<file path="src/rtl/lsnh_pkg.sv">
// Package for the line sensor normalize/hysteresis block.
// Holds widths, reset values, register indexes, FSM states and the structs
// that pass between the configuration, controller and datapath modules.
`timescale 1ns / 1ps
`default_nettype none

package lsnh_pkg;

  localparam int NUM_CH   = 8;
  localparam int CH_W     = 3;
  localparam int SAMPLE_W = 12;
  localparam int SEQ_W    = 32;
  localparam int STR_W    = 10;
  localparam int CAL_W    = 48;
  localparam int ORDER_W  = 24;
  localparam int LVL_W    = 10;
  localparam int SPAN_W   = 12;
  localparam int IDX_W    = 3;
  localparam int DIFF_W   = SAMPLE_W + 1;
  localparam int PROD_W   = SAMPLE_W + STR_W;
  localparam int QUO_W    = STR_W;
  localparam int DSH_W    = SAMPLE_W + QUO_W - 1;
  localparam int STEP_W   = 4;

  localparam logic [STR_W-1:0]   STR_MAX      = 10'd1000;
  localparam logic [NUM_CH-1:0]  ALL_CH       = 8'hFF;
  localparam logic [ORDER_W-1:0] ORDER_RESET  = 24'hFAC688;
  localparam logic [LVL_W-1:0]   BON_RESET    = 10'd600;
  localparam logic [LVL_W-1:0]   WON_RESET    = 10'd400;
  localparam logic [SPAN_W-1:0]  SPAN_RESET   = 12'd100;
  localparam logic [STEP_W-1:0]  DIV_LAST     = 4'd9;

  typedef enum logic [IDX_W-1:0] {
    REG_WHITE_LO  = 3'd0,
    REG_WHITE_HI  = 3'd1,
    REG_BLACK_LO  = 3'd2,
    REG_BLACK_HI  = 3'd3,
    REG_ORDER     = 3'd4,
    REG_BLACK_ON  = 3'd5,
    REG_WHITE_ON  = 3'd6,
    REG_MIN_SPAN  = 3'd7
  } reg_idx_e;

  typedef enum logic [2:0] {
    ST_IDLE,
    ST_CHECK,
    ST_LOAD,
    ST_DIV,
    ST_NEXT,
    ST_EMIT
  } state_e;

  typedef logic [NUM_CH-1:0][SAMPLE_W-1:0] sample_arr_t;
  typedef logic [NUM_CH-1:0][STR_W-1:0]    str_arr_t;

  typedef struct packed {
    logic [CAL_W-1:0]   white_lo;
    logic [CAL_W-1:0]   white_hi;
    logic [CAL_W-1:0]   black_lo;
    logic [CAL_W-1:0]   black_hi;
    logic [ORDER_W-1:0] order;
    logic [LVL_W-1:0]   black_on;
    logic [LVL_W-1:0]   white_on;
    logic [SPAN_W-1:0]  min_span;
  } cfg_t;

  typedef struct packed {
    logic capture;
    logic start;
    logic load;
    logic div_step;
    logic finish;
    logic emit;
  } ctrl_cmd_t;

  typedef struct packed {
    logic skip;
    logic last_ch;
    logic out_free;
  } ctrl_sts_t;

endpackage

`default_nettype wire

</file>
<file path="src/rtl/lsnh_cfg.sv">
// Configuration register file: eight registers written over a valid/ready port.
// Depends on lsnh_pkg; flags writes to calibration registers.
`timescale 1ns / 1ps
`default_nettype none

module lsnh_cfg (
  input  wire logic                       clk_i,
  input  wire logic                       rst_ni,
  input  wire logic                       cfg_valid_i,
  input  wire logic [lsnh_pkg::IDX_W-1:0] cfg_index_i,
  input  wire logic [lsnh_pkg::CAL_W-1:0] cfg_data_i,
  output lsnh_pkg::cfg_t                  cfg_o,
  output logic                            cal_wr_o
);
  import lsnh_pkg::*;

  cfg_t cfg_q, cfg_d;

  always_comb begin
    cfg_d    = cfg_q;
    cal_wr_o = 1'b0;
    if (cfg_valid_i) begin
      case (reg_idx_e'(cfg_index_i))
        REG_WHITE_LO: begin
          cfg_d.white_lo = cfg_data_i;
          cal_wr_o       = 1'b1;
        end
        REG_WHITE_HI: begin
          cfg_d.white_hi = cfg_data_i;
          cal_wr_o       = 1'b1;
        end
        REG_BLACK_LO: begin
          cfg_d.black_lo = cfg_data_i;
          cal_wr_o       = 1'b1;
        end
        REG_BLACK_HI: begin
          cfg_d.black_hi = cfg_data_i;
          cal_wr_o       = 1'b1;
        end
        REG_ORDER:    cfg_d.order    = cfg_data_i[ORDER_W-1:0];
        REG_BLACK_ON: cfg_d.black_on = cfg_data_i[LVL_W-1:0];
        REG_WHITE_ON: cfg_d.white_on = cfg_data_i[LVL_W-1:0];
        REG_MIN_SPAN: cfg_d.min_span = cfg_data_i[SPAN_W-1:0];
        default:      cfg_d          = cfg_q;
      endcase
    end
  end

  always_ff @(posedge clk_i or negedge rst_ni) begin
    if (!rst_ni) begin
      cfg_q.white_lo <= '0;
      cfg_q.white_hi <= '0;
      cfg_q.black_lo <= '0;
      cfg_q.black_hi <= '0;
      cfg_q.order    <= ORDER_RESET;
      cfg_q.black_on <= BON_RESET;
      cfg_q.white_on <= WON_RESET;
      cfg_q.min_span <= SPAN_RESET;
    end else begin
      cfg_q <= cfg_d;
    end
  end

  assign cfg_o = cfg_q;

endmodule

`default_nettype wire

</file>
<file path="src/rtl/lsnh_ctrl.sv">
// Sequencer for one snapshot: check, then per channel load, divide, store, then emit.
// Depends on lsnh_pkg; drives the datapath through ctrl_cmd_t and reads ctrl_sts_t.
`timescale 1ns / 1ps
`default_nettype none

module lsnh_ctrl (
  input  wire logic                clk_i,
  input  wire logic                rst_ni,
  input  wire logic                in_valid_i,
  output logic                     in_ready_o,
  input  wire lsnh_pkg::ctrl_sts_t sts_i,
  output lsnh_pkg::ctrl_cmd_t      cmd_o
);
  import lsnh_pkg::*;

  state_e            state_q, state_d;
  logic [STEP_W-1:0] step_q, step_d;

  // next state
  always_comb begin
    state_d = state_q;
    case (state_q)
      ST_IDLE:  if (in_valid_i) state_d = ST_CHECK;
      ST_CHECK: state_d = sts_i.skip ? ST_IDLE : ST_LOAD;
      ST_LOAD:  state_d = ST_DIV;
      ST_DIV:   if (step_q == '0) state_d = ST_NEXT;
      ST_NEXT:  state_d = sts_i.last_ch ? ST_EMIT : ST_LOAD;
      ST_EMIT:  if (sts_i.out_free) state_d = ST_IDLE;
      default:  state_d = ST_IDLE;
    endcase
  end

  // outputs
  always_comb begin
    cmd_o      = '0;
    in_ready_o = 1'b0;
    step_d     = step_q;
    case (state_q)
      ST_IDLE: begin
        in_ready_o    = 1'b1;
        cmd_o.capture = in_valid_i;
      end
      ST_CHECK: cmd_o.start = !sts_i.skip;
      ST_LOAD: begin
        cmd_o.load = 1'b1;
        step_d     = DIV_LAST;
      end
      ST_DIV: begin
        cmd_o.div_step = 1'b1;
        step_d         = step_q - 1'b1;
      end
      ST_NEXT:  cmd_o.finish = 1'b1;
      ST_EMIT:  cmd_o.emit   = sts_i.out_free;
      default:  cmd_o        = '0;
    endcase
  end

  always_ff @(posedge clk_i or negedge rst_ni) begin
    if (!rst_ni) begin
      state_q <= ST_IDLE;
      step_q  <= '0;
    end else begin
      state_q <= state_d;
      step_q  <= step_d;
    end
  end

endmodule

`default_nettype wire

</file>
<file path="src/rtl/lsnh_dpath.sv">
// Datapath: snapshot capture, channel reorder, span check, shared restoring
// divider, hysteresis and the output register. Depends on lsnh_pkg.
`timescale 1ns / 1ps
`default_nettype none

module lsnh_dpath (
  input  wire logic                        clk_i,
  input  wire logic                        rst_ni,
  input  wire lsnh_pkg::cfg_t              cfg_i,
  input  wire logic                        cal_wr_i,
  input  wire lsnh_pkg::ctrl_cmd_t         cmd_i,
  output lsnh_pkg::ctrl_sts_t              sts_o,
  input  wire lsnh_pkg::sample_arr_t       samples_i,
  input  wire logic [lsnh_pkg::SEQ_W-1:0]  seq_i,
  output logic                             out_valid_o,
  input  wire logic                        out_ready_i,
  output lsnh_pkg::str_arr_t               strength_o,
  output logic [lsnh_pkg::NUM_CH-1:0]      chan_ok_o,
  output logic [lsnh_pkg::NUM_CH-1:0]      chan_dark_o,
  output logic [lsnh_pkg::SEQ_W-1:0]       frame_seq_o
);
  import lsnh_pkg::*;

  // snapshot and history
  sample_arr_t        samp_q;
  logic [SEQ_W-1:0]   seq_q, last_seq_q;
  logic [NUM_CH-1:0]  prev_black_q;
  logic [CH_W-1:0]    ch_q;

  // per-channel divider state
  logic [PROD_W-1:0]  rem_q;
  logic [DSH_W-1:0]   dsh_q;
  logic [QUO_W-1:0]   quo_q;
  logic               zero_q, sat_q, chval_q;

  // frame being assembled
  str_arr_t           str_acc_q;
  logic [NUM_CH-1:0]  vmask_acc_q, bmask_acc_q;

  // output register
  logic               out_valid_q;
  str_arr_t           out_str_q;
  logic [NUM_CH-1:0]  out_vmask_q, out_bmask_q;
  logic [SEQ_W-1:0]   out_seq_q;

  // permutation check
  logic [NUM_CH-1:0]  seen;
  always_comb begin
    seen = '0;
    for (int i = 0; i < NUM_CH; i++) begin
      seen[cfg_i.order[i*CH_W +: CH_W]] = 1'b1;
    end
  end

  assign sts_o.skip     = (seq_q == last_seq_q) || (seen != ALL_CH);
  assign sts_o.last_ch  = (ch_q == CH_W'(NUM_CH - 1));
  assign sts_o.out_free = !out_valid_q || out_ready_i;

  // channel load: reorder, calibration lookup, signs and scaled numerator
  logic [CH_W-1:0]     phys;
  logic [SAMPLE_W-1:0] raw, white, blk;
  logic [CAL_W-1:0]    white_word, black_word;
  logic [DIFF_W-1:0]   num_s, den_s;
  logic [SAMPLE_W-1:0] num_abs, den_abs;
  logic [PROD_W-1:0]   prod;

  always_comb begin
    phys       = cfg_i.order[ch_q*CH_W +: CH_W];
    raw        = samp_q[phys];
    white_word = ch_q[CH_W-1] ? cfg_i.white_hi : cfg_i.white_lo;
    black_word = ch_q[CH_W-1] ? cfg_i.black_hi : cfg_i.black_lo;
    white      = white_word[ch_q[CH_W-2:0]*SAMPLE_W +: SAMPLE_W];
    blk        = black_word[ch_q[CH_W-2:0]*SAMPLE_W +: SAMPLE_W];
    num_s      = {1'b0, raw} - {1'b0, white};
    den_s      = {1'b0, blk} - {1'b0, white};
    num_abs    = num_s[DIFF_W-1] ? SAMPLE_W'(-num_s) : num_s[SAMPLE_W-1:0];
    den_abs    = den_s[DIFF_W-1] ? SAMPLE_W'(-den_s) : den_s[SAMPLE_W-1:0];
    prod       = PROD_W'(num_abs) * PROD_W'(STR_MAX);
  end

  // one quotient bit per step
  logic                rem_ge;
  assign rem_ge = (rem_q >= PROD_W'(dsh_q));

  // store: select strength, apply hysteresis
  logic [STR_W-1:0]    s_val;
  logic                dark_now;
  always_comb begin
    if (!chval_q || zero_q) begin
      s_val = '0;
    end else if (sat_q) begin
      s_val = STR_MAX;
    end else begin
      s_val = quo_q;
    end
    if (prev_black_q[ch_q]) begin
      dark_now = chval_q && (s_val > cfg_i.white_on);
    end else begin
      dark_now = chval_q && (s_val >= cfg_i.black_on);
    end
  end

  // control and history registers
  always_ff @(posedge clk_i or negedge rst_ni) begin
    if (!rst_ni) begin
      last_seq_q   <= '0;
      prev_black_q <= '0;
      ch_q         <= '0;
      out_valid_q  <= 1'b0;
    end else begin
      if (cmd_i.start) begin
        ch_q <= '0;
      end else if (cmd_i.finish) begin
        ch_q <= ch_q + 1'b1;
      end
      if (cal_wr_i) begin
        prev_black_q <= '0;
      end else if (cmd_i.emit) begin
        prev_black_q <= bmask_acc_q;
      end
      if (cmd_i.emit) begin
        last_seq_q  <= seq_q;
        out_valid_q <= 1'b1;
      end else if (out_ready_i) begin
        out_valid_q <= 1'b0;
      end
    end
  end

  // payload registers
  always_ff @(posedge clk_i) begin
    if (cmd_i.capture) begin
      samp_q <= samples_i;
      seq_q  <= seq_i;
    end
    if (cmd_i.load) begin
      rem_q   <= prod;
      dsh_q   <= {den_abs, (QUO_W-1)'(0)};
      quo_q   <= '0;
      zero_q  <= (num_s == '0) || (den_s == '0) || (num_s[DIFF_W-1] != den_s[DIFF_W-1]);
      sat_q   <= (num_abs >= den_abs);
      chval_q <= (den_abs >= cfg_i.min_span);
    end
    if (cmd_i.div_step) begin
      if (rem_ge) begin
        rem_q <= rem_q - PROD_W'(dsh_q);
      end
      quo_q <= {quo_q[QUO_W-2:0], rem_ge};
      dsh_q <= dsh_q >> 1;
    end
    if (cmd_i.finish) begin
      str_acc_q[ch_q]   <= s_val;
      vmask_acc_q[ch_q] <= chval_q;
      bmask_acc_q[ch_q] <= dark_now;
    end
    if (cmd_i.emit) begin
      out_str_q   <= str_acc_q;
      out_vmask_q <= vmask_acc_q;
      out_bmask_q <= bmask_acc_q;
      out_seq_q   <= seq_q;
    end
  end

  assign out_valid_o = out_valid_q;
  assign strength_o  = out_str_q;
  assign chan_ok_o   = out_vmask_q;
  assign chan_dark_o = out_bmask_q;
  assign frame_seq_o = out_seq_q;

endmodule

`default_nettype wire

</file>
<file path="src/rtl/line_sensor_normalize_hysteresis_top.sv">
// Channel      | Handshake               | Payload
// in           | in_valid_i / in_ready_o | sample_0_i..sample_7_i, sample_seq_i
// out          | out_valid_o/ out_ready_i| strength_0_o..7_o, chan_ok_o, chan_dark_o, frame_seq_o
// cfg          | cfg_valid_i/ cfg_ready_o| cfg_index_i, cfg_data_i
//
// A snapshot keeps in_ready_o low after its transfer through the check state, then for
// each of the eight channels a load, ten restoring-divider steps and a store, then the
// emit state that loads the output register. A new snapshot transfers only in idle.
// A repeated sequence or a bad channel order returns to idle from the check state.
// The output register holds a frame while the next snapshot is worked on; a stall
// on out_ready_i only holds the block in its emit state. Reset is asynchronous.
// Depends on lsnh_pkg, lsnh_cfg, lsnh_ctrl and lsnh_dpath.
`timescale 1ns / 1ps
`default_nettype none

module line_sensor_normalize_hysteresis_top (
  input  wire logic                        clk_i,
  input  wire logic                        rst_ni,
  input  wire logic                        in_valid_i,
  output logic                             in_ready_o,
  input  wire logic [lsnh_pkg::SAMPLE_W-1:0] sample_0_i,
  input  wire logic [lsnh_pkg::SAMPLE_W-1:0] sample_1_i,
  input  wire logic [lsnh_pkg::SAMPLE_W-1:0] sample_2_i,
  input  wire logic [lsnh_pkg::SAMPLE_W-1:0] sample_3_i,
  input  wire logic [lsnh_pkg::SAMPLE_W-1:0] sample_4_i,
  input  wire logic [lsnh_pkg::SAMPLE_W-1:0] sample_5_i,
  input  wire logic [lsnh_pkg::SAMPLE_W-1:0] sample_6_i,
  input  wire logic [lsnh_pkg::SAMPLE_W-1:0] sample_7_i,
  input  wire logic [lsnh_pkg::SEQ_W-1:0]    sample_seq_i,
  output logic                             out_valid_o,
  input  wire logic                        out_ready_i,
  output logic [lsnh_pkg::STR_W-1:0]       strength_0_o,
  output logic [lsnh_pkg::STR_W-1:0]       strength_1_o,
  output logic [lsnh_pkg::STR_W-1:0]       strength_2_o,
  output logic [lsnh_pkg::STR_W-1:0]       strength_3_o,
  output logic [lsnh_pkg::STR_W-1:0]       strength_4_o,
  output logic [lsnh_pkg::STR_W-1:0]       strength_5_o,
  output logic [lsnh_pkg::STR_W-1:0]       strength_6_o,
  output logic [lsnh_pkg::STR_W-1:0]       strength_7_o,
  output logic [lsnh_pkg::NUM_CH-1:0]      chan_ok_o,
  output logic [lsnh_pkg::NUM_CH-1:0]      chan_dark_o,
  output logic [lsnh_pkg::SEQ_W-1:0]       frame_seq_o,
  input  wire logic                        cfg_valid_i,
  output logic                             cfg_ready_o,
  input  wire logic [lsnh_pkg::IDX_W-1:0]  cfg_index_i,
  input  wire logic [lsnh_pkg::CAL_W-1:0]  cfg_data_i
);
  import lsnh_pkg::*;

  cfg_t        cfg;
  logic        cal_wr;
  ctrl_cmd_t   cmd;
  ctrl_sts_t   sts;
  sample_arr_t samples;
  str_arr_t    strength;

  assign cfg_ready_o = 1'b1;

  assign samples = {sample_7_i, sample_6_i, sample_5_i, sample_4_i,
                    sample_3_i, sample_2_i, sample_1_i, sample_0_i};

  assign strength_0_o = strength[0];
  assign strength_1_o = strength[1];
  assign strength_2_o = strength[2];
  assign strength_3_o = strength[3];
  assign strength_4_o = strength[4];
  assign strength_5_o = strength[5];
  assign strength_6_o = strength[6];
  assign strength_7_o = strength[7];

  lsnh_cfg u_cfg (
    .clk_i       (clk_i),
    .rst_ni      (rst_ni),
    .cfg_valid_i (cfg_valid_i),
    .cfg_index_i (cfg_index_i),
    .cfg_data_i  (cfg_data_i),
    .cfg_o       (cfg),
    .cal_wr_o    (cal_wr)
  );

  lsnh_ctrl u_ctrl (
    .clk_i      (clk_i),
    .rst_ni     (rst_ni),
    .in_valid_i (in_valid_i),
    .in_ready_o (in_ready_o),
    .sts_i      (sts),
    .cmd_o      (cmd)
  );

  lsnh_dpath u_dpath (
    .clk_i        (clk_i),
    .rst_ni       (rst_ni),
    .cfg_i        (cfg),
    .cal_wr_i     (cal_wr),
    .cmd_i        (cmd),
    .sts_o        (sts),
    .samples_i    (samples),
    .seq_i        (sample_seq_i),
    .out_valid_o  (out_valid_o),
    .out_ready_i  (out_ready_i),
    .strength_o   (strength),
    .chan_ok_o    (chan_ok_o),
    .chan_dark_o  (chan_dark_o),
    .frame_seq_o  (frame_seq_o)
  );

  logic str_over;
  always_comb begin
    str_over = 1'b0;
    for (int i = 0; i < NUM_CH; i++) begin
      if (strength[i] > STR_MAX) str_over = 1'b1;
    end
  end

  // a frame is loaded only into a free output register
  a_emit_free: assert property (@(posedge clk_i) disable iff (!rst_ni)
    cmd.emit |-> sts.out_free)
    else $error("frame loaded over an untaken result");

  // an accepted snapshot keeps the input side closed in the next cycle
  a_busy_after_accept: assert property (@(posedge clk_i) disable iff (!rst_ni)
    (in_valid_i && in_ready_o) |=> !in_ready_o)
    else $error("input accepted while still checking a snapshot");

  // black channels are always valid channels
  a_black_in_valid: assert property (@(posedge clk_i) disable iff (!rst_ni)
    out_valid_o |-> ((chan_dark_o & ~chan_ok_o) == '0))
    else $error("black bit set on an invalid channel");

  // strengths stay within the clamp
  a_strength_range: assert property (@(posedge clk_i) disable iff (!rst_ni)
    out_valid_o |-> !str_over)
    else $error("strength above full scale");

endmodule

`default_nettype wire

</file>
<file path="config.mk">
export PLATFORM = sky130hd
export DESIGN_NAME = line_sensor_normalize_hysteresis_top
export DESIGN_NICKNAME = d
export VERILOG_FILES = /design/src/rtl/lsnh_pkg.sv /design/src/rtl/lsnh_cfg.sv /design/src/rtl/lsnh_ctrl.sv /design/src/rtl/lsnh_dpath.sv /design/src/rtl/line_sensor_normalize_hysteresis_top.sv
export SDC_FILE = /design/constraint.sdc
export NUM_CORES = 1
export LEC_CHECK = 0
export BUFFER_PORTS_ARGS = -buffer_cell sky130_fd_sc_hd__buf_2
export CAP_MARGIN = 20
export CORE_MARGIN = 8
export CORE_UTILIZATION = 45
export CTS_CLUSTER_SIZE = 28
export DETAILED_ROUTE_END_ITERATION = 7
export PLACE_DENSITY = 0.72
export SLEW_MARGIN = 20
export SYNTH_ARGS = -nofsm -noshare
export SYNTH_HDL_FRONTEND = slang
export SYNTH_SLANG_ARGS = --single-unit
</file>
<file path="constraint.sdc">
create_clock -name clk_i -period 25.1 [get_ports clk_i]
set_input_delay 2.51 -clock clk_i [delete_from_list [all_inputs] [get_ports clk_i]]
set_output_delay 2.51 -clock clk_i [all_outputs]
set_load 0.01 [all_outputs]
</file>
Word level (Yosys, flattened, before mapping)
Index checks and enable logic that the tools add are counted.
{"block": "op_classes", "add_sub_neg": 7, "mul": 3, "n_lt_le_gt_ge": 24, "eq_ne": 19, "n_shift": 3, "muxes": 63, "n_bitwise": 7, "reduce_logical": 39}
{"operator": "48-bit two-way mux", "count": 2}
{"operator": "48-bit by 7-bit variable part select with 12-bit output", "count": 2}
{"operator": "80-bit bitwise mux", "count": 1}
{"operator": "22-bit two-way mux", "count": 3}
{"operator": "8-bit bitwise OR", "count": 7}
{"operator": "10-bit two-way mux", "count": 5}
{"operator": "3-bit by 4-bit less-than comparator with 1-bit output (second input constant)", "count": 10}
{"operator": "20-bit two-way mux", "count": 2}
{"operator": "12-bit binary-select mux with 3-bit select", "count": 1}
{"operator": "12-bit two-way mux", "count": 3}
{"operator": "32-bit equality test", "count": 1}
{"operator": "10-bit demux with 3-bit select", "count": 1}
{"operator": "1-bit demux with 3-bit select", "count": 9}
{"operator": "3-bit by 1-bit greater-or-equal comparator with 1-bit output (second input constant)", "count": 9}
{"operator": "13-bit zero test", "count": 2}
{"operator": "12-bit by 12-bit subtractor with 13-bit output", "count": 2}
{"operator": "12-bit greater-or-equal comparator", "count": 2}
{"operator": "12-bit negator", "count": 2}
{"operator": "24-bit by 6-bit variable part select with 3-bit output", "count": 1}
{"operator": "22-bit by 21-bit greater-or-equal comparator with 1-bit output", "count": 1}
{"operator": "1-bit two-way mux", "count": 22}
{"operator": "22-bit by 21-bit subtractor with 22-bit output", "count": 1}
{"operator": "3-bit equality test (second input constant)", "count": 7}
{"operator": "12-bit by 7-bit multiplier with 19-bit output (second input constant)", "count": 1}
{"operator": "28 further kinds", "count": 68}
{"block": "totals", "regBits": 707, "input_bits": 184, "output_inout_bits": 131, "word_cells": 216}

Logic depth before layout (Yosys ltp)
Gate-level depths: netlist of the first run.
{"block": "depth", "word_depth": 16, "depth_mapped": 40}

Cells and area by module
From an unflattened synthesis of the first run, not the netlist that was laid out.
{"block": "unflattened", "hier_cells": 2403, "hier_area_um2": 33970.1}
{"module": "lsnh_dpath", "n_inst": 1, "cells_each": 1825, "area_each_um2": 24073.1, "seq_area_each_um2": 13122.6}
{"module": "lsnh_cfg", "n_inst": 1, "cells_each": 531, "area_each_um2": 9450.3, "seq_area_each_um2": 6233.5}
{"module": "lsnh_ctrl", "n_inst": 1, "cells_each": 45, "area_each_um2": 435.4, "seq_area_each_um2": 175.2}
{"module": "line_sensor_normalize_hysteresis_top", "n_inst": 1, "cells_each": 2, "area_each_um2": 11.3, "seq_area_each_um2": 0.0}

Worst setup path after synthesis of the first run
No wires, ideal clock.
{"block": "synth_path", "kind": "register to register", "startpoint": "register u_dpath.ch_q[0]", "endpoint": "register u_dpath.rem_q[21]", "arrival_time_ps": 8202, "t_required_ps": 24972, "path_slack_ps": 16769, "stages_incl_launch_ff": 36, "n_path_buf": 4, "path_cell_list": "dfrtp_1 -> buf_2 -> mux4_2 -> mux2i_4 -> buf_4 -> buf_2 -> mux2i_1 -> a21oi_1 -> a21oi_1 -> ha_1 -> inv_1 -> fa_1 -> a211oi_2 -> o21ai_0 -> o211ai_1 -> o2bb2ai_2 -> o21ai_2 -> clkbuf_8 -> a21oi_1 -> xor2_1 -> ha_1 -> fa_1 -> inv_1 -> fa_1 -> fa_1 -> inv_1 -> ha_1 -> o21ai_0 -> nor2_1 -> or4b_1 -> a221o_1 -> a211oi_2 -> o21bai_1 -> a21oi_1 -> mux2i_1 -> nand4b_1"}
{"block": "synth_via", "elab_chain_len": 11, "word_cells_on_any_way": 13}
{"item": "start: declaration", "line": "lsnh_dpath.sv:28", "source": "logic [CH_W-1:0] ch_q;"}
{"item": "start signal: assignment", "line": "lsnh_dpath.sv:114", "source": "ch_q <= ch_q + 1'b1;"}
{"item": "3-bit by 2-bit multiplier with 5-bit output", "line": "lsnh_dpath.sv:68", "source": "phys = cfg_i.order[ch_q*CH_W +: CH_W];"}
{"item": "24-bit by 6-bit variable part select with 3-bit output", "line": "lsnh_dpath.sv:68"}
{"item": "12-bit binary-select mux with 3-bit select", "line": "lsnh_dpath.sv:69", "source": "raw = samp_q[phys];"}
{"item": "12-bit two-way mux (not written as such)", "line": "lsnh_dpath.sv:69"}
{"item": "12-bit by 12-bit subtractor with 13-bit output (*)", "line": "lsnh_dpath.sv:74", "source": "num_s = {1'b0, raw} - {1'b0, white};"}
{"item": "12-bit negator", "line": "lsnh_dpath.sv:76", "source": "num_abs = num_s[DIFF_W-1] ? SAMPLE_W'(-num_s) : num_s[SAMPLE_W-1:0];"}
{"item": "12-bit two-way mux (*)", "line": "lsnh_dpath.sv:76"}
{"item": "12-bit by 7-bit multiplier with 19-bit output (*)", "line": "lsnh_dpath.sv:78", "source": "prod = PROD_W'(num_abs) * PROD_W'(STR_MAX);"}
{"item": "22-bit two-way mux (*)", "line": "lsnh_dpath.sv:136", "source": "if (cmd_i.load) begin"}
{"item": "22-bit two-way mux", "line": "lsnh_dpath.sv:145", "source": "if (rem_ge) begin"}
{"item": "22-bit two-way mux (*)", "line": "lsnh_dpath.sv:144", "source": "if (cmd_i.div_step) begin"}
{"item": "end signal: assignment", "line": "lsnh_dpath.sv:137", "source": "rem_q <= prod;"}
{"item": "end signal: assignment", "line": "lsnh_dpath.sv:146", "source": "rem_q <= rem_q - PROD_W'(dsh_q);"}
{"item": "end: declaration", "line": "lsnh_dpath.sv:31", "source": "logic [PROD_W-1:0] rem_q;"}
Every way passes the cells marked *; elsewhere a longest branch is shown, timed or not. The select of a mux whose other input is x is not followed.
A chain may end at the register's enable or synchronous reset.

Worst setup path after layout of the first run
Ends and elaborated chain as after synthesis.

==> results.sh, run 1 <==
export IMPL_status="complete, no violations"
export IMPL_setup_ws_ps=14640
export IMPL_hold_viol=0
export IMPL_routedWlPerCell_um=20.7
export IMPL_cts_tree="done"
export IMPL_ys_warn_count=0
export IMPL_numCtsBuffers=76
export IMPL_cp_max_fo=72
export IMPL_grt_max_degree=109
export IMPL_cts_root_buffer="clkbuf_16"
export IMPL_initial_core_util_pct=45.1
export IMPL_grt_usage_pct=18.6
export IMPL_via_per_inst=5.41
export IMPL_core_um2=73900
export IMPL_seq_area_um2=19500
export IMPL_insertion_delay_ps=630
export IMPL_die_w_um=288
export IMPL_io_pins=315
export IMPL_yosys_area_share_simple_pct=7.22
export IMPL_seq_area_frac_synth_pct=58.5
export IMPL_route_vias_total=20600
export IMPL_cts_max_level=3
export IMPL_setup_worst_path_start_class="register"
export IMPL_muxShareOfSynthArea_pct=14.1
export IMPL_pre_cts_slack_ps=14720
export IMPL_placedInstanceArea_um2=36000
export IMPL_die_area_um2=83100
export IMPL_synthXorXnorAreaFrac_pct=3.22
export IMPL_min_path_type="reg -> reg"
export IMPL_grt_pass1_vias=21500
export IMPL_crit_type="reg -> reg"
export IMPL_post_cts_resized=0
export IMPL_cts_sinks=707
export IMPL_max_stage_delay_ps=890
export IMPL_route_detailed_drc=0
export IMPL_synth_edf_count=385
export IMPL_synth_area_um2=33400
export IMPL_arrival_ps=10920
export IMPL_slowest_stage="dfrtp_2"
export IMPL_place_congestion=0.850
export IMPL_clock_path_buffers=3
export IMPL_finalSetupViolCount=0
export IMPL_fillers=6135
export IMPL_die_y_um=288
export IMPL_slew_headroom_pct=30.3
export IMPL_synth_top_family_by_area="multiplexers"
export IMPL_yosysUniqueCellTypes=91
export IMPL_period_share_pct=41.7
export IMPL_synth_nets=2800
export IMPL_clkTransAtPathRegs_ps=60
export IMPL_rsz0062_at_grt="no"
export IMPL_area_growth_pct=15.9
export IMPL_io_buffers=313
export IMPL_drtIter0Drc=1442
export IMPL_syn_area_per_cell_um2=13.6
export IMPL_finalSetupTns_ps=0
export IMPL_synth_fa_ha_area_share_pct=7.14
export IMPL_grt_pass1_wl_um=122000
export IMPL_regToRegSetupSlack_ps=14640
export IMPL_nNetsFinal=3124
export IMPL_rows=100
export IMPL_synth_compound_area_share_pct=6.82
export IMPL_tightest_slew_ps=1040
export IMPL_multiInputGateArea_um2=12900
export IMPL_ys_ff_latch=707
export IMPL_fin_skew_ps=47.0
export IMPL_finalInstanceArea_um2=38700
export IMPL_required_ps=25560
export IMPL_endpoint_kind="register"
export IMPL_instances_no_fill=3805
export IMPL_drv_slew=0
export IMPL_maxCapViolations=0
export IMPL_post_cts_buffers=0
export IMPL_grt_ovfl_total=0
export IMPL_fmax_ghz=0.0956
export IMPL_synthCells=2447
export IMPL_synthArstFlopShare_pct=42.3
export IMPL_dp_cells=3662
export IMPL_post_dp_hpwl_um=55100
export IMPL_cts_hold_buf=0
export IMPL_drtAntennaViolNets=0
export IMPL_synth_main_ff_cell="edfxtp_1"
export IMPL_detail_route_wirelength_um=78700
export IMPL_final_min_clock_period_ps=10460
export IMPL_first_pass_iters=5
export IMPL_antenna_found_initial=6
export IMPL_drive_gt1_share_pct=30.2
==> cell type report <==
| type | instances | area share, % |
|---|---|---|
| flip-flops and latches | 707 | 50.5 |
| multi-input cells | 1491 | 33.4 |
| clock buffers | 98 | 5.37 |
| repair buffers | 344 | 4.69 |
| well taps | 969 | 3.14 |
| inverters | 151 | 1.48 |
| clock inverters | 42 | 1.39 |
| diodes | 3 | 0.0194 |
==> worst paths after layout <==
path                       cells past startpoint                            start                           endpoint
max in group asynchronous                      3                           rst_ni       u_cfg.cfg_o[174]$_DFFE_PN0P_
hold reg to reg                                0  u_dpath.str_acc_q[78]$_DFFE_PP_   u_dpath.strength_o[78]$_DFFE_PP_
setup reg to reg                              34      u_dpath.ch_q[0]$_DFFE_PN0P_          u_dpath.rem_q[21]$_DFF_P_
hold / removal                                 0  u_dpath.str_acc_q[78]$_DFFE_PP_   u_dpath.strength_o[78]$_DFFE_PP_
setup / recovery                              34      u_dpath.ch_q[0]$_DFFE_PN0P_          u_dpath.rem_q[21]$_DFF_P_
min in group asynchronous                      1                           rst_ni  u_dpath.last_seq_q[4]$_DFFE_PN0P_
==> worst max-delay path: cells and delay by family, from the launching register on <==
kind	cells	cell delay, ps
multiplexers	3	870
AO/OA/AOI/OAI	14	2730
XOR/XNOR	1	490
adder cells (fa/ha/maj)	7	2850
AND/OR/NAND/NOR	4	880
buffers and inverters	5	1430
flip-flops	1	890
==> cell usage after synthesis (all sizes together) (4+ instances only) <==
library cell / count / area (um^2)
fa: 33 / 661
nor3: 22 / 121
nor2b: 43 / 277
buf: 27 / 121
or2: 4 / 25.0
nor3b: 9 / 67.6
nor4: 6 / 37.5
a21oi: 116 / 607
xnor2: 77 / 761
and2: 9 / 56.3
inv: 151 / 567
o21a: 11 / 82.6
and3: 15 / 93.8
clkbuf: 71 / 288
nand4: 18 / 113
nand2: 188 / 706
a31oi: 14 / 103
nand2b: 21 / 131
mux2: 259 / 2920
edfxtp: 385 / 11600
mux2i: 52 / 533
xor2: 34 / 313
o211ai: 4 / 30.0
dfrtp: 277 / 6930
a31o: 5 / 43.8
a211oi: 48 / 375
dfxtp: 23 / 460
o21ai: 60 / 304
nand3: 23 / 120
mux4: 56 / 1260
nand4b: 4 / 35.0
o21bai: 6 / 48.8
ha: 136 / 1700
a21o: 41 / 315
o31ai: 4 / 30.0
nand3b: 10 / 75.1
dfstp: 22 / 578
nor2: 109 / 412
a211o: 4 / 35.0
==> sequential cells by signal, summed over array words and instances (netlist names), 22 cells and up <==
name and cells:
u_dpath.rem_q 22, u_dpath.strength_o 80, u_dpath.seq_q 32, u_dpath.last_seq_q 32
u_dpath.str_acc_q 80, u_dpath.samp_q 96, u_dpath.frame_seq_o 32, u_cfg.cfg_o 248
==> stage by stage <==
step | utilization [%] | hold slack (ps)
after detailed placement | 48.7 | 405
after global routing | 52.3 | 406
after global placement | 48.7 | 401
after CTS | 52.3 | 403
final | 52.3 | 402
after floorplan | - | 400
==> per-layer routing <==
layer | part of all wire, % | GRT usage, % | wire length (um) | vias up
li1 | - | - | - | 9526
met4 | 3.3 | 6.29 | 2600 | 4
met3 | 6.0 | 3.60 | 4710 | 148
met2 | 48 | 31.5 | 38000 | 620
met1 | 42 | 24.0 | 33400 | 10300
met5 | 0.028 | 0 | 22 | -
==> layout by cell type, fill, tap and decap left out, types with 6 or more instances in the layout <==
master      Yosys  routed
nor2b_1        42      42
clkinv_1        0       7
clkbuf_8        2       7
o21a_1         11      11
nand3_1        22      21
ha_1          136     136
nor2_1        108     108
dfxtp_1        23      23
fa_1           33      33
clkinvlp_4      0       6
mux2_2        259     259
dfstp_2        22      22
mux2i_1        51      49
nor3b_1         9       8
a31oi_1        13      13
o21ai_0        55      55
nor4_1          6       6
nand3b_1       10      10
xor2_1         32      32
clkinv_2        0      11
inv_1         148     147
nand4_1        18      18
dfrtp_1       277     275
and2_1          9       8
xnor2_1        70      70
bufinv_16       0       8
clkbuf_16       0      77
nand2b_1       21      21
edfxtp_1      385     385
nand2_1       188     188
nor3_1         21      18
buf_2           7     312
clkbuf_1       68      14
and3_1         15      15
buf_4           3      30
a21oi_1       113     113
mux4_2         56      56
a211oi_1       45      45
a21o_1         40      40
==> cell families after synthesis <==
kind of cell / Yosys count
flops: 707
simple gates: 496
mux: 367
compound gates: 345
buf+inv: 249
fa+ha+maj: 171
xor+xnor: 111
other cells: 1
Power of run 1 is left out: the tool's default activity adds up to more than one toggle a clock period on the data nets, which glitch-free logic cannot reach.
==> inputs of run 2 (changes only) <==
--- a/config.mk
+++ b/config.mk
@@ -5,6 +5,7 @@
 export SDC_FILE = /design/constraint.sdc
 export NUM_CORES = 1
 export LEC_CHECK = 0
+export ABC_AREA = 1
 export BUFFER_PORTS_ARGS = -buffer_cell sky130_fd_sc_hd__buf_2
 export CAP_MARGIN = 20
 export CORE_MARGIN = 8
==> constraint.sdc (replaced) <==
create_clock -name clk_i -period 9.9 [get_ports clk_i]
set_input_delay 0.99 -clock clk_i [delete_from_list [all_inputs] [get_ports clk_i]]
set_output_delay 0.99 -clock clk_i [all_outputs]
set_load 0.01 [all_outputs]
==> run 2 against run 1 <==
Compared with the run above:
- first-iteration DRC count increased by 41%
- global-route usage increased by 1.5 points
- critical path type unchanged
- setup slack got worse by 13000 ps
- largest cell class unchanged
- clock skew about the same
- synthesized cell count increased by 40%
- area after synthesis increased by 0.60%
- via count increased by 20%
==> results.sh, run 2 <==
export IMPL_clock_path_buffers=3
export IMPL_yosysUniqueCellTypes=61
export IMPL_slew_headroom_pct=24.6
export IMPL_grt_pass1_wl_um=133000
export IMPL_synth_top_area_share_pct=34.4
export IMPL_ys_ff_latch=707
export IMPL_finalSetupTns_ps=0
export IMPL_synth_most_common_cell="nand2_1"
export IMPL_post_dp_hpwl_um=59500
export IMPL_numCtsBuffers=76
export IMPL_grt_max_degree=97
export IMPL_clkTransAtPathRegs_ps=60
export IMPL_synth_top_area_cell="edfxtp_1"
export IMPL_synthArstFlopShare_pct=42.3
export IMPL_ys_warn_count=0
export IMPL_via_per_inst=5.23
export IMPL_first_pass_iters=6
export IMPL_fmax_ghz=0.120
export IMPL_crit_buf_inv=9
export IMPL_seq_area_frac_synth_pct=58.2
export IMPL_rows=100
export IMPL_post_cts_resized=0
export IMPL_rsz0062_at_grt="no"
export IMPL_post_cts_buffers=0
export IMPL_required_ps=10350
export IMPL_cpLargestDelayFamily="adder cells"
export IMPL_synthCells=3417
export IMPL_drive_gt1_share_pct=14.9
export IMPL_grt_ovfl_total=0
export IMPL_syn_area_per_cell_um2=9.82
export IMPL_setup_worst_path_start_class="register"
export IMPL_r2r_cells=36
export IMPL_cts_max_level=3
export IMPL_final_common_cell="nand2_1"
export IMPL_die_area_um2=83600
export IMPL_drtAntennaViolNets=0
export IMPL_drtIter0Drc=2030
export IMPL_endpoint_kind="register"
export IMPL_pre_cts_slack_ps=854
export IMPL_cts_tree="done"
export IMPL_cts_hold_buf=0
export IMPL_die_w_um=289
export IMPL_synth_edf_count=385
export IMPL_drv_slew=0
export IMPL_period_share_pct=84.4
export IMPL_hold_viol=0
export IMPL_synth_main_ff_cell="edfxtp_1"
export IMPL_synthTopCellsByArea="edfxtp_1 (34%), dfrtp_1 (21%), nand2_1 (8.2%)"
export IMPL_nNetsFinal=4060
export IMPL_status="complete, no violations"
export IMPL_antenna_found_initial=14
export IMPL_io_pins=315
export IMPL_insertion_delay_ps=640
export IMPL_detail_route_wirelength_um=85200
export IMPL_arrival_ps=8810
export IMPL_synth_area_um2=33600
export IMPL_io_buffers=313
export IMPL_core_um2=74200
export IMPL_max_stage_delay_ps=640
export IMPL_cp_max_fo=57
export IMPL_grt_pass1_vias=24000
export IMPL_place_congestion=0.918
export IMPL_route_detailed_drc=0
export IMPL_largest_reg_flops=248
export IMPL_tightest_slew_ps=1120
export IMPL_layout_common_cells="nand2_1 (730), o21ai_0 (453), edfxtp_1 (385)"
export IMPL_netlist_top_cells_count="nand2_1 (733), o21ai_0 (453), edfxtp_1 (385)"
export IMPL_area_growth_pct=15.3
export IMPL_initial_core_util_pct=45.2
export IMPL_regToRegSetupSlack_ps=1540
export IMPL_routedWlPerCell_um=18.0
export IMPL_min_path_type="in -> async"
export IMPL_crit_type="reg -> reg"
export IMPL_cts_root_buffer="clkbuf_16"
export IMPL_r2r_start="u_dpath.ch_q[2]$_DFFE_PN0P_"
export IMPL_grt_usage_pct=20.1
export IMPL_setup_ws_ps=1540
export IMPL_final_min_clock_period_ps=8360
export IMPL_die_y_um=289
export IMPL_maxCapViolations=0
export IMPL_finalSetupViolCount=0
export IMPL_slowest_stage="o21ai_0"
export IMPL_rr_endpoint="u_dpath.rem_q[17]$_DFF_P_"
export IMPL_cts_sinks=707
export IMPL_route_vias_total=24800
export IMPL_fillers=6573
export IMPL_synth_nets=3770
export IMPL_fin_skew_ps=46.9
run 2: cell families (layout without fill, tap and decap cells):
group / after synthesis / after routing / share of synthesized area [%]
AO/OA/AOI/OAI: 704 / 704 / 11.4
XOR/XNOR: 59 / 59 / 1.64
adder cells (fa/ha/maj): 169 / 169 / 7.04
buffers and inverters: 486 / 837 / 5.59
flip-flops: 707 / 707 / 58.2
multiplexers: 3 / 3 / 0.0895
other: 1 / 5 / 0.0112
AND/OR/NAND/NOR: 1288 / 1288 / 16.0
run 2: worst max-delay path by stage:
stage	from	to	slack, ps	cells after the start
2_1_floorplan	in_valid_i	u_dpath.samp_q[0]$_DFFE_PP_	2980	2
3_3_place_gp	u_dpath.ch_q[0]$_DFFE_PN0P_	u_dpath.rem_q[17]$_DFF_P_	1020	38
3_5_place_dp	u_dpath.ch_q[0]$_DFFE_PN0P_	u_dpath.rem_q[17]$_DFF_P_	850	38
4_1_cts	u_dpath.ch_q[0]$_DFFE_PN0P_	u_dpath.rem_q[17]$_DFF_P_	810	38
5_1_grt	u_dpath.ch_q[0]$_DFFE_PN0P_	u_dpath.rem_q[17]$_DFF_P_	690	38
6_report	u_dpath.ch_q[2]$_DFFE_PN0P_	u_dpath.rem_q[17]$_DFF_P_	1540	36
run 2: metal layers:
metal  global-route usage (%)  vias up  part of all wire (%)  wire [um]
met5                        0        -                  0.11         96
li1                         -    12100                     -          -
met1                     27.0    11600                    44      37300
met2                     31.9      814                    45      38300
met3                     4.56      176                   7.6       6450
met4                     7.42       16                   3.6       3050
run 2: layout make-up:
type | count | area, um^2 | share of cell area [%]
antenna | 4 | 10.0 | 0.0259
inverter | 351 | 1320 | 3.41
clock inverter | 37 | 518 | 1.34
tap | 969 | 1210 | 3.13
multi-input combinational | 2224 | 12200 | 31.5
timing repair buffer | 347 | 1850 | 4.79
clock buffer | 102 | 2050 | 5.30
sequential | 707 | 19500 | 50.5
run 2: stage by stage:
stage	utilization, %	cell area (um^2)	hold WS (ps)	instances
5_1_grt	52.1	38700	406	4737
3_3_place_gp	48.6	36100	401	4597
3_5_place_dp	48.6	36100	405	4597
4_1_cts	52.1	38700	360	4736
2_1_floorplan	-	33600	400	3417
6_report	52.1	38700	355	4741
Power of run 2 is left out for the same reason.
==> inputs of run 3 (changes only) <==
==> constraint.sdc (replaced) <==
create_clock -name clk_i -period 7.75 [get_ports clk_i]
set_input_delay 0.775 -clock clk_i [delete_from_list [all_inputs] [get_ports clk_i]]
set_output_delay 0.775 -clock clk_i [all_outputs]
set_load 0.01 [all_outputs]
==> run 3 against run 2 <==
Compared with the run above:
- sequential share of layout area down 0.58 points
- via count increased by 1.3%
- setup slack lost 990 ps
- die area is the same
- routed wire length is 1.4% higher
==> results.sh, run 3 (same netlist as run 2, synthesis figures left out) <==
export IMPL_layout_common_cells="nand2_1 (729), o21ai_0 (451), edfxtp_1 (385)"
export IMPL_period_share_pct=92.9
export IMPL_slew_headroom_pct=30.6
export IMPL_cts_sinks=707
export IMPL_startpoint="u_dpath.ch_q[0]$_DFFE_PN0P_"
export IMPL_path_depth=38
export IMPL_tightest_slew_ps=1040
export IMPL_cts_max_level=3
export IMPL_place_congestion=0.939
export IMPL_die_area_um2=83600
export IMPL_insertion_delay_ps=630
export IMPL_final_common_cell="nand2_1"
export IMPL_via_per_inst=5.26
export IMPL_max_stage_delay_ps=540
export IMPL_pre_cts_slack_ps=305
export IMPL_io_buffers=313
export IMPL_status="complete, no violations"
export IMPL_hold_viol=0
export IMPL_required_ps=8270
export IMPL_core_um2=74200
export IMPL_first_pass_iters=5
export IMPL_finalSetupViolCount=0
export IMPL_fmax_ghz=0.139
export IMPL_route_detailed_drc=0
export IMPL_grt_pass1_vias=24200
export IMPL_endpoint_kind="register"
export IMPL_clock_path_buffers=3
export IMPL_largest_reg_flops=248
export IMPL_initial_core_util_pct=45.2
export IMPL_cts_tree="done"
export IMPL_post_dp_hpwl_um=61000
export IMPL_numCtsBuffers=76
export IMPL_cts_root_buffer="clkbuf_16"
export IMPL_grt_max_degree=175
export IMPL_crit_path_frequent_cell="nand3_1"
export IMPL_post_cts_buffers=0
export IMPL_fin_skew_ps=31.0
export IMPL_setup_worst_path_start_class="register"
export IMPL_post_cts_resized=0
export IMPL_timing_critical_path_to="u_dpath.rem_q[16]$_DFF_P_"
export IMPL_nNetsFinal=4085
export IMPL_placedInstanceArea_um2=36400
export IMPL_rows=100
export IMPL_die_y_um=289
export IMPL_routedWlPerCell_um=18.1
export IMPL_crit_type="reg -> reg"
export IMPL_cts_hold_buf=0
export IMPL_drtIter0Drc=2162
export IMPL_rr_endpoint="u_dpath.rem_q[16]$_DFF_P_"
export IMPL_detail_route_wirelength_um=86500
export IMPL_drv_slew=0
export IMPL_route_vias_total=25100
export IMPL_maxCapViolations=0
export IMPL_clkTransAtPathRegs_ps=60
export IMPL_cpLargestDelayFamily="adder cells"
export IMPL_drive_gt1_share_pct=15.7
export IMPL_finalInstanceArea_um2=39100
export IMPL_final_min_clock_period_ps=7200
export IMPL_finalSetupTns_ps=0
export IMPL_grt_usage_pct=20.5
export IMPL_r2r_cells=38
export IMPL_rsz0062_at_grt="no"
export IMPL_min_path_type="in -> async"
export IMPL_crit_buf_inv=9
export IMPL_arrival_ps=7720
export IMPL_setup_ws_ps=552
export IMPL_die_w_um=289
export IMPL_grt_pass1_wl_um=136000
export IMPL_area_growth_pct=16.6
export IMPL_cp_max_fo=40
export IMPL_slowest_stage="fa_1"
export IMPL_grt_ovfl_total=0
export IMPL_drtAntennaViolNets=0
export IMPL_regToRegSetupSlack_ps=550
export IMPL_r2r_start="u_dpath.ch_q[0]$_DFFE_PN0P_"
export IMPL_antenna_found_initial=12
export IMPL_io_pins=315
## run 3: cell types whose count changed in the layout (fill, tap and decap cells not counted), moves of 3 or more
cell,before,now
clkinv_1,4,11
inv_2,20,17
buf_4,31,50
clkbuf_1,21,14
diode_2,4,8
buf_12,1,7
bufinv_16,8,12
## run 3: worst min path at each step
stage	start	end	slack, ps	depth (start not counted)
global placement	u_dpath.vmask_acc_q[5]$_DFFE_PP_	u_dpath.chan_ok_o[5]$_DFFE_PP_	400	0
global route	rst_ni	u_cfg.cfg_o[27]$_DFFE_PN0P_	80	1
finish	rst_ni	u_cfg.cfg_o[27]$_DFFE_PN0P_	80	1
floorplan	u_dpath.vmask_acc_q[0]$_DFFE_PP_	u_dpath.chan_ok_o[0]$_DFFE_PP_	400	0
detailed placement	u_dpath.vmask_acc_q[5]$_DFFE_PP_	u_dpath.chan_ok_o[5]$_DFFE_PP_	400	0
CTS	rst_ni	u_cfg.cfg_o[22]$_DFFE_PN0P_	60	1
## run 3: per-layer routing
metal	vias up	global-route usage, %	part of all wire, %
met3	133	4.58	7.6
met2	856	33.3	46
met1	11900	27.5	43
li1	12200	-	-
met5	-	0	0.059
met4	8	5.85	2.7
## run 3: cell type report
| type | count | area (um^2) |
|---|---|---|
| Fill cell | 6606 | 35100 |
| Sequential cell | 707 | 19500 |
| Multi-Input combinational cell | 2224 | 12200 |
| Timing Repair Buffer | 372 | 2150 |
| Clock buffer | 95 | 2020 |
| Inverter | 351 | 1330 |
| Tap cell | 969 | 1210 |
| Clock inverter | 46 | 657 |
| Antenna cell | 8 | 20.0 |
## run 3: per-stage QoR
step | hold WS (ps) | util, % | std cells
2_1_floorplan | 400 | - | 3417
6_report | 76.8 | 52.8 | 4772
4_1_cts | 61.9 | 52.6 | 4763
3_3_place_gp | 401 | 49.0 | 4621
5_1_grt | 81.1 | 52.7 | 4767
3_5_place_dp | 405 | 49.0 | 4622
Power of run 3 is left out for the same reason.
